### src/hw/rtl/hsu_pkg.sv
// shared types and constants for the rgb to hue / saturation unit
`default_nettype none
package hsu_pkg;

  // pixel component width
  localparam int unsigned COMP_W   = 8;
  // hue numerator 1023*pos, pos below 6*255
  localparam int unsigned HREM_W   = 21;
  // hue divisor 6*delta
  localparam int unsigned HDEN_W   = 11;
  // hue sector position 0..6*delta-1
  localparam int unsigned POS_W    = 11;
  // saturation numerator 255*delta
  localparam int unsigned SREM_W   = 16;
  // saturation divisor max
  localparam int unsigned SDEN_W   = 8;
  // wide compare for the shifted saturation divisor
  localparam int unsigned SCMP_W   = 18;
  // quotient bits, one cell each
  localparam int unsigned Q_W      = 10;
  localparam int unsigned SAT_W    = 8;
  localparam int unsigned NUM_CELLS = Q_W;
  localparam int unsigned IN_DATA_W  = 24;
  localparam int unsigned OUT_DATA_W = 24;

  // word handed from cell to cell: partial remainders, divisors and quotients
  typedef struct packed {
    logic [HREM_W-1:0] hrem;
    logic [HDEN_W-1:0] hden;
    logic [Q_W-1:0]    hq;
    logic [SREM_W-1:0] srem;
    logic [SDEN_W-1:0] sden;
    logic [Q_W-1:0]    sq;
  } div_word_t;

endpackage
`default_nettype wire

### src/hw/rtl/hsu_front.sv
// front end: max, min, sector position, then scaled numerators and divisors
`default_nettype none
module hsu_front (
  input  wire logic                      clk,
  input  wire logic                      rst_n,
  input  wire logic                      en,
  input  wire logic                      in_valid,
  input  wire logic [hsu_pkg::COMP_W-1:0] red,
  input  wire logic [hsu_pkg::COMP_W-1:0] green,
  input  wire logic [hsu_pkg::COMP_W-1:0] blue,
  output logic                           out_valid,
  output hsu_pkg::div_word_t             out_word
);
  import hsu_pkg::*;

  logic [COMP_W-1:0] mx, mn, delta;
  logic [POS_W-1:0]  d2, d4, d6, pos;
  logic [POS_W-1:0]  r_e, g_e, b_e;

  logic              va_r;
  logic [COMP_W-1:0] mx_r, delta_r;
  logic [POS_W-1:0]  pos_r;

  logic              vb_r;
  div_word_t         word_r, word_nxt;

  // max, min and spread of the pixel
  always_comb begin
    mx = (red > green) ? red : green;
    if (blue > mx) begin
      mx = blue;
    end
    mn = (red < green) ? red : green;
    if (blue < mn) begin
      mn = blue;
    end
    delta = mx - mn;
  end

  // position within the color circle, in units of delta, red wins ties
  always_comb begin
    r_e = {{(POS_W-COMP_W){1'b0}}, red};
    g_e = {{(POS_W-COMP_W){1'b0}}, green};
    b_e = {{(POS_W-COMP_W){1'b0}}, blue};
    d2  = {{(POS_W-COMP_W-1){1'b0}}, delta, 1'b0};
    d4  = {{(POS_W-COMP_W-2){1'b0}}, delta, 2'b00};
    d6  = d4 + d2;
    if (mx == red) begin
      if (green >= blue) begin
        pos = g_e - b_e;
      end else begin
        pos = d6 - (b_e - g_e);
      end
    end else if (mx == green) begin
      pos = d2 + b_e - r_e;
    end else begin
      pos = d4 + r_e - g_e;
    end
  end

  // first stage registers
  always_ff @(posedge clk) begin
    if (!rst_n) begin
      va_r <= 1'b0;
    end else if (en) begin
      va_r <= in_valid;
    end
  end

  always_ff @(posedge clk) begin
    if (en) begin
      mx_r    <= mx;
      delta_r <= delta;
      pos_r   <= pos;
    end
  end

  // numerators scaled by 1023 and 255, divisors kept nonzero
  always_comb begin
    word_nxt      = '0;
    word_nxt.hrem = {pos_r, {(HREM_W-POS_W){1'b0}}} - {{(HREM_W-POS_W){1'b0}}, pos_r};
    if (delta_r == '0) begin
      word_nxt.hden = HDEN_W'(1);
    end else begin
      word_nxt.hden = {{(HDEN_W-COMP_W-2){1'b0}}, delta_r, 2'b00}
                    + {{(HDEN_W-COMP_W-1){1'b0}}, delta_r, 1'b0};
    end
    word_nxt.srem = {delta_r, {(SREM_W-COMP_W){1'b0}}}
                  - {{(SREM_W-COMP_W){1'b0}}, delta_r};
    word_nxt.sden = (mx_r == '0) ? SDEN_W'(1) : mx_r;
  end

  // second stage registers
  always_ff @(posedge clk) begin
    if (!rst_n) begin
      vb_r <= 1'b0;
    end else if (en) begin
      vb_r <= va_r;
    end
  end

  always_ff @(posedge clk) begin
    if (en) begin
      word_r <= word_nxt;
    end
  end

  assign out_valid = vb_r;
  assign out_word  = word_r;

endmodule
`default_nettype wire

### src/hw/rtl/hsu_div_cell.sv
// one restoring division cell: settles one quotient bit of hue and of saturation
`default_nettype none
module hsu_div_cell #(
  parameter int unsigned BitIdx = 0
) (
  input  wire logic               clk,
  input  wire logic               rst_n,
  input  wire logic               en,
  input  wire logic               in_valid,
  input  hsu_pkg::div_word_t      in_word,
  output logic                    out_valid,
  output hsu_pkg::div_word_t      out_word
);
  import hsu_pkg::*;

  logic [HREM_W-1:0] hden_sh;
  logic [SCMP_W-1:0] sden_sh;
  logic              hfit, sfit;
  logic              valid_r;
  div_word_t         word_r, word_nxt;

  // trial subtract of the divisor at this bit weight
  always_comb begin
    hden_sh  = {{(HREM_W-HDEN_W){1'b0}}, in_word.hden} << BitIdx;
    sden_sh  = {{(SCMP_W-SDEN_W){1'b0}}, in_word.sden} << BitIdx;
    hfit     = in_word.hrem >= hden_sh;
    sfit     = {{(SCMP_W-SREM_W){1'b0}}, in_word.srem} >= sden_sh;
    word_nxt = in_word;
    if (hfit) begin
      word_nxt.hrem       = in_word.hrem - hden_sh;
      word_nxt.hq[BitIdx] = 1'b1;
    end
    if (sfit) begin
      word_nxt.srem       = in_word.srem - sden_sh[SREM_W-1:0];
      word_nxt.sq[BitIdx] = 1'b1;
    end
  end

  always_ff @(posedge clk) begin
    if (!rst_n) begin
      valid_r <= 1'b0;
    end else if (en) begin
      valid_r <= in_valid;
    end
  end

  always_ff @(posedge clk) begin
    if (en) begin
      word_r <= word_nxt;
    end
  end

  assign out_valid = valid_r;
  assign out_word  = word_r;

endmodule
`default_nettype wire

### src/hw/rtl/rgb_to_hue_saturation_unit.sv
// top level of the rgb to hue / saturation unit
//
// The slave channel takes one rgb pixel per word, red in the low byte. The
// master channel returns hue (0..1022, a full turn scaled by 1023) and
// saturation (0..255), both truncated. Grey and black pixels give hue 0.
// The datapath is a front end of two register stages followed by a row of
// ten division cells, one quotient bit per cell. That makes twelve register
// stages, front end first. One pixel is accepted in every cycle unless the
// receiver stalls; that rate is set by the division row, where every cell
// works on a different pixel.
// All stages advance together whenever the master side takes a word or the
// last cell holds nothing; while the receiver stalls with a word waiting,
// the whole row holds and in_tready drops in the same cycle.
// Reset clears all valid bits and holds in_tready low; no word is shown
// until a pixel has gone through the row.
`default_nettype none
module rgb_to_hue_saturation_unit (
  input  wire logic                           clk,
  input  wire logic                           rst_n,
  input  wire logic                           in_tvalid,
  output logic                                in_tready,
  // red [7:0], green [15:8], blue [23:16]
  input  wire logic [hsu_pkg::IN_DATA_W-1:0]  in_tdata,
  output logic                                out_tvalid,
  input  wire logic                           out_tready,
  // hue_out [9:0], saturation_out [17:10], zeros above
  output logic [hsu_pkg::OUT_DATA_W-1:0]      out_tdata
);
  import hsu_pkg::*;

  logic      en;
  logic      chain_v [NUM_CELLS+1];
  div_word_t chain_w [NUM_CELLS+1];

  // whole row advances unless a finished word is stalled
  assign en        = out_tready || !chain_v[NUM_CELLS];
  assign in_tready = en && rst_n;

  hsu_front u_front (
    .clk       (clk),
    .rst_n     (rst_n),
    .en        (en),
    .in_valid  (in_tvalid),
    .red       (in_tdata[COMP_W-1:0]),
    .green     (in_tdata[2*COMP_W-1:COMP_W]),
    .blue      (in_tdata[3*COMP_W-1:2*COMP_W]),
    .out_valid (chain_v[0]),
    .out_word  (chain_w[0])
  );

  // division row, most significant quotient bit first
  for (genvar k = 0; k < NUM_CELLS; k++) begin : g_cell
    hsu_div_cell #(
      .BitIdx (NUM_CELLS - 1 - k)
    ) u_cell (
      .clk       (clk),
      .rst_n     (rst_n),
      .en        (en),
      .in_valid  (chain_v[k]),
      .in_word   (chain_w[k]),
      .out_valid (chain_v[k+1]),
      .out_word  (chain_w[k+1])
    );
  end

  // result word from the last cell
  assign out_tvalid = chain_v[NUM_CELLS];
  assign out_tdata  = {{(OUT_DATA_W-Q_W-SAT_W){1'b0}},
                       chain_w[NUM_CELLS].sq[SAT_W-1:0],
                       chain_w[NUM_CELLS].hq};

endmodule
`default_nettype wire
### config.mk
export PLATFORM = sky130hd
export DESIGN_NAME = rgb_to_hue_saturation_unit
export DESIGN_NICKNAME = d
export VERILOG_FILES = /design/src/hw/rtl/hsu_pkg.sv /design/src/hw/rtl/hsu_front.sv /design/src/hw/rtl/hsu_div_cell.sv /design/src/hw/rtl/rgb_to_hue_saturation_unit.sv
export SDC_FILE = /design/constraint.sdc
export NUM_CORES = 2
export LEC_CHECK = 0
export BUFFER_PORTS_ARGS = -buffer_cell sky130_fd_sc_hd__buf_2
export CORE_MARGIN = 1
export CORE_UTILIZATION = 35
export CTS_CLUSTER_SIZE = 25
export DETAILED_ROUTE_END_ITERATION = 16
export PLACE_DENSITY = 0.59
export SLEW_MARGIN = 20
export SYNTH_ARGS = -nofsm -noshare
export SYNTH_HDL_FRONTEND = slang
export SYNTH_SLANG_ARGS = --single-unit
### constraint.sdc
create_clock -name clk -period 33 [get_ports clk]
set_input_delay 3.3 -clock clk [delete_from_list [all_inputs] [get_ports clk]]
set_output_delay 3.3 -clock clk [all_outputs]
set_load 0.01 [all_outputs]
==> results.toml <==
[yosys]
synth_seq_area_share_pct = 55.2
synth_top_area_share_pct = 54.5
netlist_top_cells_count = "678 x edfxtp_1, 370 x inv_1, 290 x ha_1"
synth_cell_types = 88
synth-edff-count = 678
synth_area_leaders = "edfxtp_1 55%, ha_1 9.7%, xnor2_1 3.8%, inv_1 3.7%, a21oi_1 2.5%"
syn-instance-count = 3156
syn_area_um2 = 37300
ys_async_sr_fraction_pct = 0
synth_ff_type = "edfxtp_1"
yosysWarningCount = 0
synth.most_common_cell = "edfxtp_1"
synth_seq_cells = 690
yosys.area.top_type = "edfxtp_1"
avgSynthCellArea_um2 = 11.8

[clock_network]
cts_resized = 0
numCtsBuffers = 78
cts_htree_levels = 3
insertion_delay_ns = 0.61
cts_tree = "yes"
cts_sinks = 690
cts_root_buf = "clkbuf_16"
clk_path_buf_depth = 3
hold_buffers = 0
post_cts_buffers = 0
clk_pin_slew_ns = 0.06

[route]
post_drt_wl_per_cell_um = 14.4
viasPerCell = 4.75
wirelength_mm = 67.4
first_pass_iters = 10
drt_iter0_drc = 834
drc_errors = 9
ant_nets = 0
vias = 22200

[floorplan]
core_um2 = 106000
die_height_um = 329
io_pins = 54
start_util_pct = 35.4
fp.dieArea_um2 = 108000
rows = 119
die_w_um = 329

[timing]
min_period_ns = 11.18
fin_crit_sh_pct = 33.9
slew_violations = 0
rsz0062_at_grt = "false"
fmax_ghz = 0.0895
fin_setup_tns_ns = 0
fin_skew_ns = 0.0181
worstMarginPinSlew_ns = 1.05
timing_hold_violations_final = 0
finalSetupViolations = 0
relSlewSlack_pct = 29.5

[final_layout]
drive_gt1_share_pct = 7.51
antenna-diode-count = 0
syn2layout_area_growth_pct = 11.2
fin_nets = 3588

[hold_path]
hold_start = "g_cell[3].u_cell.out_word[40]"
hold_path_depth = 0
worstHoldEndpoint = "g_cell[4].u_cell.out_word[40]"
hold_class = "register to register"

[setup_path]
r2r_slack_ns = 28.57
crit_slowest_cell = "a311oi_4"
crit_type = "input pin to register"
ff2ff_path_depth = 14
cp.required_ns = 33.36
startpoint_type = "input pin"
path_max_fanout = 17
r2r-end = "g_cell[7].u_cell.out_word[61]"
critPathArrivalTime_ns = 11.54
endpoint_kind = "register"
worstReg2RegStart = "g_cell[6].u_cell.out_word[45]"
critPathMaxStageDelay_ns = 0.91

[global_routing]
grt_antenna_before_repair = 0
grt_overflow_total = 0
grt_pass1_wl_mm = 112
grt_start_max_net_pins = 157
grt_pass1_vias = 22700
grt.total_usage_pct = 12.7

[placed_design]
io_buffers = 47
place_hpwl_mm = 50.7
gp_congestion = 0.867

[run_status]
status = "finished, violations left"
violations = "design-rule violations"

[job]
cap_viol_max_count = 0
routing by layer:
| layer | global-route usage [%] | part of all wire, % | up-vias |
|---|---|---|---|
| li1 | - | - | 11400 |
| met1 | 14.0 | 42 | 10400 |
| met2 | 24.0 | 52 | 261 |
| met3 | 1.92 | 3.0 | 135 |
| met4 | 5.16 | 3.4 | 0 |
| met5 | 0 | 0 | - |
critical path, delay by kind of cell:
kind	cells	cell delay (ns)
fa+ha+maj	7	2.42
buf+inv	5	0.70
simple gates	5	0.54
compound gates	12	3.45
mux	1	0.21
xor+xnor	2	0.90
metrics by stage:
step	hold slack, ns	area, µm²	cells	worst slack, ns	util, %
finish	0.405	41500	4680	21.82	39.4
global route	0.416	41500	4680	21.30	39.4
CTS	0.404	41500	4680	21.53	39.3
detailed placement	0.405	39100	4540	20.92	37.1
global placement	0.401	39100	4540	21.11	37.1
floorplan	0.400	37400	3161	6.25	-
sequential cells by signal, summed over array words and instances, names as in the netlist:
register,cells
u_front.out_valid,1
u_front.delta_r,8
g_cell.u_cell.out_valid,10
u_front.va_r,1
u_front.pos_r,11
u_front.out_word,56
g_cell.u_cell.out_word,595
u_front.mx_r,8
cell usage in the layout (no fill, tap or decap), types with 30 or more instances in the layout:
| master | netlist | layout |
|---|---|---|
| clkbuf_16 | 0 | 79 |
| nor2b_1 | 53 | 53 |
| buf_2 | 0 | 47 |
| o21ai_0 | 159 | 158 |
| inv_1 | 370 | 369 |
| a21o_1 | 104 | 104 |
| a21oi_1 | 188 | 188 |
| nor3_1 | 54 | 53 |
| nand3_1 | 32 | 32 |
| nand2b_1 | 48 | 48 |
| ha_1 | 290 | 290 |
| edfxtp_1 | 678 | 678 |
| fa_1 | 41 | 41 |
| nand4_1 | 32 | 32 |
| nor4_1 | 31 | 30 |
| xor2_1 | 83 | 83 |
| a21boi_0 | 41 | 41 |
| xnor2_1 | 163 | 163 |
| nand2_1 | 211 | 211 |
| mux2_2 | 31 | 31 |
| nor2_1 | 195 | 194 |
how the worst max path moves through the flow:
stage           startpoint                end  slack [ns]  cells after the start
5_1_grt        in_tdata[0]  u_front.pos_r[10]       21.30                     36
3_5_place_dp   in_tdata[0]  u_front.pos_r[10]       20.92                     32
2_1_floorplan   out_tready          in_tready        6.25                      4
3_3_place_gp   in_tdata[0]  u_front.pos_r[10]       21.11                     32
6_report       in_tdata[0]  u_front.pos_r[10]       21.82                     32
4_1_cts        in_tdata[0]  u_front.pos_r[10]       21.53                     32
layout make-up:
class / count / area, µm²
fill: 10100 / 64000
timing repair buffer: 65 / 387
clock buffer: 95 / 2040
clock inverter: 45 / 368
inverter: 370 / 1400
tap: 1391 / 1740
multi-input combinational: 2024 / 15000
sequential: 690 / 20600
cells by family (layout without fill, tap and decap cells):
family | after synthesis | count (layout) | share of synthesized area, %
flops | 690 | 690 | 55.2
xor+xnor | 248 | 248 | 5.86
compound gates | 638 | 638 | 10.7
simple gates | 743 | 743 | 9.87
buf+inv | 447 | 575 | 4.80
mux | 58 | 58 | 1.72
fa+ha+maj | 331 | 331 | 11.9
other cells | 1 | 6 | 0.0100
Power is not shown: default switching activity piles up to over one toggle a cycle in this logic, so the estimate is an artifact.
